## config.mk

```make
export PLATFORM = sky130hd
export DESIGN_NAME = tga_truecolor_stream_decoder_top
export DESIGN_NICKNAME = d
export VERILOG_FILES = /design/src/hw/rtl/tgad_pkg.sv /design/src/hw/rtl/tga_truecolor_stream_decoder_top.sv /design/src/hw/rtl/tgad_parser.sv
export SDC_FILE = /design/constraint.sdc
export NUM_CORES = 2
export LEC_CHECK = 0
export BUFFER_PORTS_ARGS = -buffer_cell sky130_fd_sc_hd__clkbuf_2
export CAP_MARGIN = 20
export CORE_MARGIN = 4
export CORE_UTILIZATION = 31
export CTS_CLUSTER_SIZE = 10
export DETAILED_ROUTE_END_ITERATION = 8
export PLACE_DENSITY = 0.52
export SYNTH_ARGS = -nofsm -noshare
export SYNTH_HDL_FRONTEND = slang
export SYNTH_SLANG_ARGS = --single-unit
```

## constraint.sdc

```tcl
create_clock -name clk -period 9.5 [get_ports clk]
set_input_delay 0 -clock clk [delete_from_list [all_inputs] [get_ports clk]]
set_output_delay 0 -clock clk [all_outputs]
set_load 0.1 [all_outputs]
```

## src/hw/rtl/tgad_pkg.sv

```systemverilog
// Shared types and constants for the TGA true-color stream decoder.
// Used by tgad_parser and tga_truecolor_stream_decoder_top; no dependencies.
package tgad_pkg;

    // address space of the destination frame buffer, in pixel index bits
    localparam int ADDR_BITS = 24;

    // largest pixel count that still fits the address space
    localparam logic [32:0] MAX_PIXELS = 33'(1) << ADDR_BITS;

    // header layout
    localparam logic [4:0] HDR_LEN        = 5'd18;
    localparam logic [4:0] POS_ID_LEN     = 5'd0;
    localparam logic [4:0] POS_MAP_TYPE   = 5'd1;
    localparam logic [4:0] POS_IMG_TYPE   = 5'd2;
    localparam logic [4:0] POS_MAP_LEN_LO = 5'd5;
    localparam logic [4:0] POS_MAP_LEN_HI = 5'd6;
    localparam logic [4:0] POS_MAP_BITS   = 5'd7;
    localparam logic [4:0] POS_MAP_MUL    = 5'd8;
    localparam logic [4:0] POS_WIDTH_LO   = 5'd12;
    localparam logic [4:0] POS_WIDTH_HI   = 5'd13;
    localparam logic [4:0] POS_HEIGHT_LO  = 5'd14;
    localparam logic [4:0] POS_HEIGHT_HI  = 5'd15;
    localparam logic [4:0] POS_SIZE_MUL   = 5'd16;
    localparam logic [4:0] POS_DESC       = 5'd17;

    localparam logic [7:0] IMG_TRUECOLOR  = 8'd2;
    localparam logic [7:0] MAP_PRESENT    = 8'd1;
    localparam int         DESC_TOP_DOWN  = 5;
    localparam logic [7:0] OPAQUE_ALPHA   = 8'hff;

    // parser phase, one-hot
    typedef enum logic [3:0] {
        PH_HEADER = 4'b0001,
        PH_SKIP   = 4'b0010,
        PH_PIXEL  = 4'b0100,
        PH_DONE   = 4'b1000
    } phase_t;

    // result kind codes
    typedef enum logic [2:0] {
        KIND_PIXEL  = 3'd0,
        KIND_ACCEPT = 3'd1,
        KIND_TYPE   = 3'd2,
        KIND_TRUNC  = 3'd3,
        KIND_LARGE  = 3'd4
    } kind_t;

    // one input byte with its framing flags
    typedef struct packed {
        logic [7:0] data_byte;
        logic       first_byte;
        logic       final_byte;
    } item_t;

    // one result
    typedef struct packed {
        kind_t       kind;
        logic [31:0] pixel_word;
        logic [23:0] pixel_address;
        logic [15:0] image_width;
        logic [15:0] image_height;
        logic        alpha_present;
        logic        last;
    } res_t;

endpackage

```

## src/hw/rtl/tga_truecolor_stream_decoder_top.sv

```systemverilog
// Top level of the TGA true-color stream decoder: input register, parser, result register.
// Depends on tgad_pkg and tgad_parser.
// a byte's result is offered from the result register, behind the input register and parser
// throughput: one byte per cycle while no result waits on m_axis_tready
// while a result waits on m_axis_tready the input register holds at most one byte, then stalls
// reset (rst_n low, asynchronous) empties both registers and puts the parser in the header phase
module tga_truecolor_stream_decoder_top
    import tgad_pkg::*;
(
    input  logic        clk,
    input  logic        rst_n,
    input  logic        s_axis_tvalid,
    output logic        s_axis_tready,
    input  logic [7:0]  s_axis_tdata,   // [7:0] data_byte
    input  logic        s_axis_tuser,   // [0] first_byte
    input  logic        s_axis_tlast,   // final_byte
    output logic        m_axis_tvalid,
    input  logic        m_axis_tready,
    output logic [95:0] m_axis_tdata,   // [31:0] pixel_word, [55:32] pixel_address,
                                        // [71:56] image_width, [87:72] image_height,
                                        // [88] alpha_present, [95:89] zero
    output logic [2:0]  m_axis_tuser,   // [2:0] kind
    output logic        m_axis_tlast    // last
);

    logic  in_valid_reg;
    item_t in_item_reg;
    logic  out_valid_reg;
    res_t  out_res_reg;
    logic  go;
    logic  res_valid;
    res_t  res;

    // parser step when a byte is held and the result slot is free or draining
    assign go            = in_valid_reg && (!out_valid_reg || m_axis_tready);
    assign s_axis_tready = !in_valid_reg || go;

    // input register
    always_ff @(posedge clk or negedge rst_n)
    begin
        if (!rst_n)
            in_valid_reg <= 1'b0;
        else if (s_axis_tready)
            in_valid_reg <= s_axis_tvalid;
    end

    always_ff @(posedge clk)
    begin
        if (s_axis_tready && s_axis_tvalid)
        begin
            in_item_reg.data_byte  <= s_axis_tdata;
            in_item_reg.first_byte <= s_axis_tuser;
            in_item_reg.final_byte <= s_axis_tlast;
        end
    end

    tgad_parser u_parser (
        .clk       (clk),
        .rst_n     (rst_n),
        .fire      (go),
        .item      (in_item_reg),
        .res_valid (res_valid),
        .res       (res)
    );

    // result register
    always_ff @(posedge clk or negedge rst_n)
    begin
        if (!rst_n)
            out_valid_reg <= 1'b0;
        else if (go)
            out_valid_reg <= res_valid;
        else if (m_axis_tready)
            out_valid_reg <= 1'b0;
    end

    always_ff @(posedge clk)
    begin
        if (go && res_valid)
            out_res_reg <= res;
    end

    // result transfer packing
    assign m_axis_tvalid = out_valid_reg;
    assign m_axis_tuser  = out_res_reg.kind;
    assign m_axis_tlast  = out_res_reg.last;
    assign m_axis_tdata  = {7'd0, out_res_reg.alpha_present, out_res_reg.image_height,
                            out_res_reg.image_width, out_res_reg.pixel_address,
                            out_res_reg.pixel_word};

endmodule

```

## src/hw/rtl/tgad_parser.sv

```systemverilog
// Byte parser of the TGA decoder: header capture, skip counter, pixel assembly.
// Depends on tgad_pkg for phase, kind, item and result types.
module tgad_parser
    import tgad_pkg::*;
(
    input  logic  clk,
    input  logic  rst_n,
    input  logic  fire,
    input  item_t item,
    output logic  res_valid,
    output res_t  res
);

    phase_t                 phase_reg, phase_next;
    logic [4:0]             pos_reg, pos_next;
    logic [7:0]             id_len_reg, id_len_next;
    logic [7:0]             map_kind_reg, map_kind_next;
    logic [7:0]             img_kind_reg, img_kind_next;
    logic [15:0]            map_len_reg, map_len_next;
    logic [7:0]             map_bits_reg, map_bits_next;
    logic [15:0]            width_reg, width_next;
    logic [15:0]            height_reg, height_next;
    logic [7:0]             desc_reg, desc_next;
    logic [20:0]            skip_reg, skip_next;
    logic [1:0]             bip_reg, bip_next;
    logic [23:0]            pix_reg, pix_next;
    logic [15:0]            col_reg, col_next;
    logic [15:0]            row_reg, row_next;
    logic [ADDR_BITS-1:0]   row_base_reg, row_base_next;
    logic [23:0]            map_prod_reg, map_prod_next;
    logic [31:0]            total_reg, total_next;

    logic                   has_alpha;
    logic                   complete;
    logic                   final_pixel;
    logic [7:0]             alpha;
    logic [15:0]            col_inc;
    logic [ADDR_BITS-1:0]   pix_addr;
    logic [20:0]            skip_calc;

    // next state and result for the byte at hand
    always_comb
    begin
        phase_next    = phase_reg;
        pos_next      = pos_reg;
        id_len_next   = id_len_reg;
        map_kind_next = map_kind_reg;
        img_kind_next = img_kind_reg;
        map_len_next  = map_len_reg;
        map_bits_next = map_bits_reg;
        width_next    = width_reg;
        height_next   = height_reg;
        desc_next     = desc_reg;
        skip_next     = skip_reg;
        bip_next      = bip_reg;
        pix_next      = pix_reg;
        col_next      = col_reg;
        row_next      = row_reg;
        row_base_next = row_base_reg;
        map_prod_next = map_prod_reg;
        total_next    = total_reg;
        res_valid     = 1'b0;
        res.kind      = KIND_PIXEL;
        res.pixel_word    = '0;
        res.pixel_address = '0;
        res.last      = 1'b0;
        alpha         = OPAQUE_ALPHA;
        complete      = 1'b0;
        final_pixel   = 1'b0;
        col_inc       = '0;
        pix_addr      = '0;
        skip_calc     = '0;

        // restart clears all but the staged header products and makes this byte header byte 0
        if (item.first_byte)
        begin
            phase_next    = PH_HEADER;
            pos_next      = '0;
            id_len_next   = '0;
            map_kind_next = '0;
            img_kind_next = '0;
            map_len_next  = '0;
            map_bits_next = '0;
            width_next    = '0;
            height_next   = '0;
            desc_next     = '0;
            skip_next     = '0;
            bip_next      = '0;
            pix_next      = '0;
            col_next      = '0;
            row_next      = '0;
            row_base_next = '0;
        end

        has_alpha = (desc_next[3:0] != 4'd0);

        unique case (phase_next)
            PH_HEADER:
            begin
                // header field capture and staged products
                case (pos_next)
                    POS_ID_LEN:     id_len_next = item.data_byte;
                    POS_MAP_TYPE:   map_kind_next = item.data_byte;
                    POS_IMG_TYPE:   img_kind_next = item.data_byte;
                    POS_MAP_LEN_LO: map_len_next[7:0] = item.data_byte;
                    POS_MAP_LEN_HI: map_len_next[15:8] = item.data_byte;
                    POS_MAP_BITS:   map_bits_next = item.data_byte;
                    POS_MAP_MUL:    map_prod_next = 24'(map_len_next) * 24'(map_bits_next);
                    POS_WIDTH_LO:   width_next[7:0] = item.data_byte;
                    POS_WIDTH_HI:   width_next[15:8] = item.data_byte;
                    POS_HEIGHT_LO:  height_next[7:0] = item.data_byte;
                    POS_HEIGHT_HI:  height_next[15:8] = item.data_byte;
                    POS_SIZE_MUL:   total_next = 32'(width_next) * 32'(height_next);
                    POS_DESC:       desc_next = item.data_byte;
                    default:        ;
                endcase
                has_alpha = (desc_next[3:0] != 4'd0);
                pos_next  = pos_next + 5'd1;

                if (pos_next == HDR_LEN)
                begin
                    // header complete: verdict, skip length and first row base
                    res_valid = 1'b1;
                    if (img_kind_next != IMG_TRUECOLOR)
                    begin
                        phase_next = PH_DONE;
                        res.kind   = KIND_TYPE;
                        res.last   = 1'b1;
                    end
                    else if ({1'b0, total_reg} > MAX_PIXELS)
                    begin
                        phase_next = PH_DONE;
                        res.kind   = KIND_LARGE;
                        res.last   = 1'b1;
                    end
                    else if (total_reg == 32'd0)
                    begin
                        phase_next = PH_DONE;
                        res.kind   = KIND_ACCEPT;
                        res.last   = 1'b1;
                    end
                    else
                    begin
                        bip_next = '0;
                        pix_next = '0;
                        col_next = '0;
                        row_next = '0;
                        if (desc_next[DESC_TOP_DOWN])
                            row_base_next = '0;
                        else
                            row_base_next = ADDR_BITS'(total_reg - 32'(width_next));
                        skip_calc = 21'(id_len_next);
                        if (map_kind_next == MAP_PRESENT)
                            skip_calc = 21'({1'b0, skip_calc} + 22'(map_prod_next[23:3]));
                        skip_next  = skip_calc;
                        phase_next = (skip_calc != 21'd0) ? PH_SKIP : PH_PIXEL;
                        if (item.final_byte)
                        begin
                            phase_next = PH_DONE;
                            res.kind   = KIND_TRUNC;
                            res.last   = 1'b1;
                        end
                        else
                        begin
                            res.kind = KIND_ACCEPT;
                        end
                    end
                end
                else if (item.final_byte)
                begin
                    phase_next = PH_DONE;
                    res_valid  = 1'b1;
                    res.kind   = KIND_TRUNC;
                    res.last   = 1'b1;
                end
            end

            PH_SKIP:
            begin
                // image id and color map bytes are dropped
                skip_next = skip_next - 21'd1;
                if (skip_next == 21'd0)
                    phase_next = PH_PIXEL;
                if (item.final_byte)
                begin
                    phase_next = PH_DONE;
                    res_valid  = 1'b1;
                    res.kind   = KIND_TRUNC;
                    res.last   = 1'b1;
                end
            end

            PH_PIXEL:
            begin
                // byte lanes of the pixel being assembled
                case (bip_next)
                    2'd0:    pix_next = {16'd0, item.data_byte};
                    2'd1:    pix_next[15:8] = item.data_byte;
                    2'd2:    pix_next[23:16] = item.data_byte;
                    default: alpha = item.data_byte;
                endcase
                complete = (bip_next == 2'd3) || (bip_next == 2'd2 && !has_alpha);

                if (!complete)
                begin
                    bip_next = bip_next + 2'd1;
                    if (item.final_byte)
                    begin
                        phase_next = PH_DONE;
                        res_valid  = 1'b1;
                        res.kind   = KIND_TRUNC;
                        res.last   = 1'b1;
                    end
                end
                else
                begin
                    // pixel out, then column and row bookkeeping
                    bip_next    = '0;
                    pix_addr    = ADDR_BITS'(row_base_next + ADDR_BITS'(col_next));
                    final_pixel = ({1'b0, col_next} + 17'd1 == {1'b0, width_next}) &&
                                  ({1'b0, row_next} + 17'd1 == {1'b0, height_next});
                    col_inc     = col_next + 16'd1;
                    col_next    = col_inc;
                    if (col_inc == width_next)
                    begin
                        col_next = '0;
                        row_next = row_next + 16'd1;
                        if (desc_next[DESC_TOP_DOWN])
                            row_base_next = ADDR_BITS'(row_base_next + ADDR_BITS'(width_next));
                        else
                            row_base_next = ADDR_BITS'(row_base_next - ADDR_BITS'(width_next));
                    end

                    res_valid = 1'b1;
                    if (final_pixel)
                    begin
                        phase_next        = PH_DONE;
                        res.kind          = KIND_PIXEL;
                        res.pixel_word    = {alpha, pix_next};
                        res.pixel_address = 24'(pix_addr);
                        res.last          = 1'b1;
                    end
                    else if (item.final_byte)
                    begin
                        phase_next = PH_DONE;
                        res.kind   = KIND_TRUNC;
                        res.last   = 1'b1;
                    end
                    else
                    begin
                        res.kind          = KIND_PIXEL;
                        res.pixel_word    = {alpha, pix_next};
                        res.pixel_address = 24'(pix_addr);
                    end
                end
            end

            PH_DONE:
            begin
                // file ended: bytes dropped until the next first byte
            end

            default:
            begin
                phase_next = PH_HEADER;
            end
        endcase

        res.image_width   = width_next;
        res.image_height  = height_next;
        res.alpha_present = has_alpha;
    end

    // parser state
    always_ff @(posedge clk or negedge rst_n)
    begin
        if (!rst_n)
        begin
            phase_reg    <= PH_HEADER;
            pos_reg      <= '0;
            id_len_reg   <= '0;
            map_kind_reg <= '0;
            img_kind_reg <= '0;
            map_len_reg  <= '0;
            map_bits_reg <= '0;
            width_reg    <= '0;
            height_reg   <= '0;
            desc_reg     <= '0;
            skip_reg     <= '0;
            bip_reg      <= '0;
            pix_reg      <= '0;
            col_reg      <= '0;
            row_reg      <= '0;
            row_base_reg <= '0;
        end
        else if (fire)
        begin
            phase_reg    <= phase_next;
            pos_reg      <= pos_next;
            id_len_reg   <= id_len_next;
            map_kind_reg <= map_kind_next;
            img_kind_reg <= img_kind_next;
            map_len_reg  <= map_len_next;
            map_bits_reg <= map_bits_next;
            width_reg    <= width_next;
            height_reg   <= height_next;
            desc_reg     <= desc_next;
            skip_reg     <= skip_next;
            bip_reg      <= bip_next;
            pix_reg      <= pix_next;
            col_reg      <= col_next;
            row_reg      <= row_next;
            row_base_reg <= row_base_next;
        end
    end

    // staged header products
    always_ff @(posedge clk)
    begin
        if (fire)
        begin
            map_prod_reg <= map_prod_next;
            total_reg    <= total_next;
        end
    end

    // the final result of a file always leaves the parser finished
    a_last_ends_file: assert property (@(posedge clk) disable iff (!rst_n)
        fire && res_valid && res.last |=> phase_reg == PH_DONE)
        else $error("last result without finished phase");

    // skip phase only with bytes left to drop
    a_skip_nonzero: assert property (@(posedge clk) disable iff (!rst_n)
        phase_reg == PH_SKIP |-> skip_reg != 21'd0)
        else $error("skip phase with empty count");

    // a fourth pixel byte only when alpha is read
    a_alpha_lane: assert property (@(posedge clk) disable iff (!rst_n)
        bip_reg == 2'd3 |-> desc_reg[3:0] != 4'd0)
        else $error("alpha lane without alpha");

endmodule
```

==> impl_metrics.json <==
{
  "outcome": "complete, no violations",
  "die-area_um2": 114000,
  "min_path_cells": 2,
  "drt-pass1-iter-count": 5,
  "wl_per_cell_um": 20.9,
  "highest_layer": "met4",
  "cts_resized": 0,
  "power_density_nw_per_um2": 151,
  "rr_endpoint": "u_parser.total_reg[30]$_DFFE_PP_",
  "min_path_type": "in2reg",
  "grt_pass1_vias": 26900,
  "nets": 4301,
  "crit_type": "reg2reg",
  "irDropWorstVdd_v": 0.000123,
  "cts-buffers-inserted": 45,
  "htree_levels": 2,
  "largest_register_ff_count": 89,
  "min_from": "s_axis_tdata[2]",
  "worstReg2RegStart": "in_item_reg[1]$_DFFE_PP_",
  "drtAntennaViolNets": 0,
  "path_clk_slew_ns": 0.06,
  "worst_ep_arrival_time_ns": 8.39,
  "ys_warn_count": 0,
  "yosys.area_share.adder_pct": 25.1,
  "synth_top_area_share_pct": 16.8,
  "post-cts-setup-buffer-count": 0,
  "fp-row-count": 120,
  "yosys.area_share.simple_pct": 19.1,
  "rsz0062_at_grt": "no",
  "finalWeightedCongestion": 0.876,
  "leakage_nw": 16.9,
  "synth.most_common_cell": "nand2_1",
  "start_util_pct": 31.4,
  "clockRootBuffer": "clkbuf_16",
  "finalSetupTns_ns": 0,
  "synthTopCellsByCount": "501 x nand2_1, 384 x inv_1, 282 x fa_1, 225 x ha_1, 213 x and2_1",
  "die_h_um": 338,
  "drt_iter0_drc": 2154,
  "grt-ovfl-total": 0,
  "post_route_cells_drive_above_1_share_pct": 7.60,
  "slew_headroom_pct": 26.8,
  "synth_edf_count": 156,
  "met1_length_mm": 50.6,
  "areaGrowthSynthToFinish_pct": 10.7,
  "max-cap-violations": 0,
  "grt_use_total_pct": 19.1,
  "critPathLaunchType": "flip-flop",
  "synth_compound_area_share_pct": 14.6,
  "synth_area_um2": 33700,
  "ff2ff_setup_slack_ns": 1.47,
  "syn_area_per_cell_um2": 9.04,
  "fin_crit_sh_pct": 84.5,
  "min_delay_worst_endpoint": "in_item_reg[4]$_DFFE_PP_",
  "min_period_ns": 8.03,
  "die_w_um": 338,
  "ys_types": 98,
  "drc_errors": 0,
  "worstRegToRegCells": 24,
  "wl_met2_mm": 48.9,
  "cts.sinks": 355,
  "routed_wl_mm": 109,
  "route.met3.wl_mm": 7.28,
  "synthArstFlopShare_pct": 56.1,
  "synth_top_family_by_area": "adder cells",
  "max_freq_mhz": 125,
  "drv_slew": 0,
  "yosys-mux-area-fraction_pct": 0.869,
  "drt-vias-per-instance": 5.17,
  "finClkSkew_ns": 0.0227,
  "port_buffers": 108,
  "cp_max_fo": 22,
  "ys_seq_elements": 355,
  "required_ns": 9.85,
  "core_um2": 108000,
  "synth_cells": 3729,
  "clk_latency_ns": 0.62,
  "power_w": 0.00565,
  "antenna_found_initial": 1,
  "antenna_cells": 0,
  "io_pins": 116,
  "grt_max_degree": 72,
  "post-dp-hpwl_mm": 82.4,
  "finalHoldViolCount": 0,
  "clk_path_buf_depth": 3,
  "setup_viol": 0,
  "cts_tree": "yes",
  "synth_ff_type": "dfrtp_1",
  "cp-end-kind": "flip-flop",
  "yosysTopAreaCell": "fa_1",
  "synth_area_leaders": "fa_1 17%, dfrtp_1 15%, edfxtp_1 14%",
  "worst_pin_slew_ns": 1.10,
  "grt_pass1_wl_mm": 168,
  "vias": 27000,
  "synth-xor-area-share_pct": 4.78,
  "ys_seq_area_share_pct": 28.7
}
## worst max path at each step
stage,from,end,slack [ns],depth (start not counted)
after floorplan,in_item_reg[1]$_DFFE_PP_,m_axis_tdata[0]$_SDFFCE_PN0P_,0.93,15
after global placement,in_item_reg[1]$_DFFE_PP_,u_parser.total_reg[30]$_DFFE_PP_,1.61,24
after detailed placement,in_item_reg[1]$_DFFE_PP_,u_parser.total_reg[30]$_DFFE_PP_,1.51,24
after CTS,in_item_reg[1]$_DFFE_PP_,u_parser.total_reg[30]$_DFFE_PP_,1.48,24
after global routing,in_item_reg[1]$_DFFE_PP_,u_parser.total_reg[30]$_DFFE_PP_,0.99,24
final,in_item_reg[1]$_DFFE_PP_,u_parser.total_reg[30]$_DFFE_PP_,1.47,24
## metal layers
| metal | track usage [%] | vias to the layer above |
|---|---|---|
| met5 | 0 | - |
| met4 | 4.37 | 0 |
| met3 | 3.77 | 134 |
| met2 | 30.1 | 755 |
| met1 | 27.3 | 13400 |
| li1 | - | 12700 |
## area by class of cell
class | instances | area, um2
Multi-Input combinational cell | 2796 | 21800
Timing Repair Buffer | 195 | 1240
Clock buffer | 75 | 1300
Inverter | 387 | 1450
Clock inverter | 9 | 103
Tap cell | 1403 | 1760
Fill cell | 11100 | 70200
Sequential cell | 355 | 9670
## per-stage QoR
step / hold slack (ns) / std cells / setup WS [ns] / area [um2] / utilization (%)
3_3_place_gp: 0.0462 / 5118 / 1.61 / 35700 / 33.2
3_5_place_dp: 0.0467 / 5119 / 1.51 / 35700 / 33.2
5_1_grt: 0.0765 / 5220 / 0.990 / 37300 / 34.7
6_report: 0.106 / 5220 / 1.47 / 37300 / 34.7
2_1_floorplan: -0.296 / 3735 / 0.926 / 33700 / -
4_1_cts: 0.0673 / 5219 / 1.48 / 37300 / 34.7
## layout by cell type, fill, tap and decap left out, types with 13 or more instances in the layout
| cell | count |
|---|---|
| clkbuf_1 | 25 |
| clkbuf_2 | 107 |
| o21ai_0 | 163 |
| nor4_1 | 22 |
| nor2b_1 | 105 |
| and3_1 | 24 |
| nand2_1 | 500 |
| a31oi_1 | 33 |
| nor3_1 | 62 |
| nand2b_1 | 16 |
| and2_1 | 212 |
| ha_1 | 225 |
| o31ai_1 | 15 |
| or3_1 | 22 |
| edfxtp_1 | 156 |
| nand3_1 | 73 |
| fa_1 | 282 |
| clkbuf_16 | 46 |
| nand4_1 | 21 |
| a22o_1 | 89 |
| dfrtp_1 | 198 |
| buf_4 | 69 |
| o22ai_1 | 18 |
| o21ai_1 | 22 |
| a21o_1 | 46 |
| inv_1 | 383 |
| xor2_1 | 62 |
| o21bai_1 | 13 |
| nor2_1 | 196 |
| mux2i_1 | 27 |
| dlygate4sd3_1 | 16 |
| xnor2_1 | 122 |
| a22oi_1 | 18 |
| o21a_1 | 17 |
| a21oi_1 | 197 |
## report_power, final
group / internal, W / switching (W)
sequential: 0.00177 / 0.000172
clock: 0.000939 / 0.000735
combinational: 0.000595 / 0.00144
## repair_timing
action | in CTS | in global routing
endpoints found under the setup margin | 0 | 0
hold endpoints to repair | 90 | 0
hold buffers | 16 | 0
## worst max-delay path, cell delays in order (launching register included)
cell and delay, ns:
edfxtp_1 1.01, buf_4 0.35, nor2b_1 0.07, buf_4 0.19, and2_1 0.19, fa_1 0.54
inv_1 0.05, fa_1 0.40, fa_1 0.53, fa_1 0.54, inv_1 0.05, fa_1 0.50
inv_1 0.06, fa_1 0.48, inv_1 0.05, ha_1 0.31, a21oi_1 0.24, o21a_1 0.19
o21ai_0 0.21, a2111oi_0 0.82, nor2_1 0.24, a211o_1 0.35, a21oi_1 0.15, o21bai_1 0.08
xor2_1 0.15
## logic make-up after synthesis
family | Yosys count
simple gates | 1316
other cells | 1
fa+ha+maj | 507
xor+xnor | 184
mux | 29
compound gates | 753
flops | 355
buf+inv | 584
(Power assumes the default switching activity.)
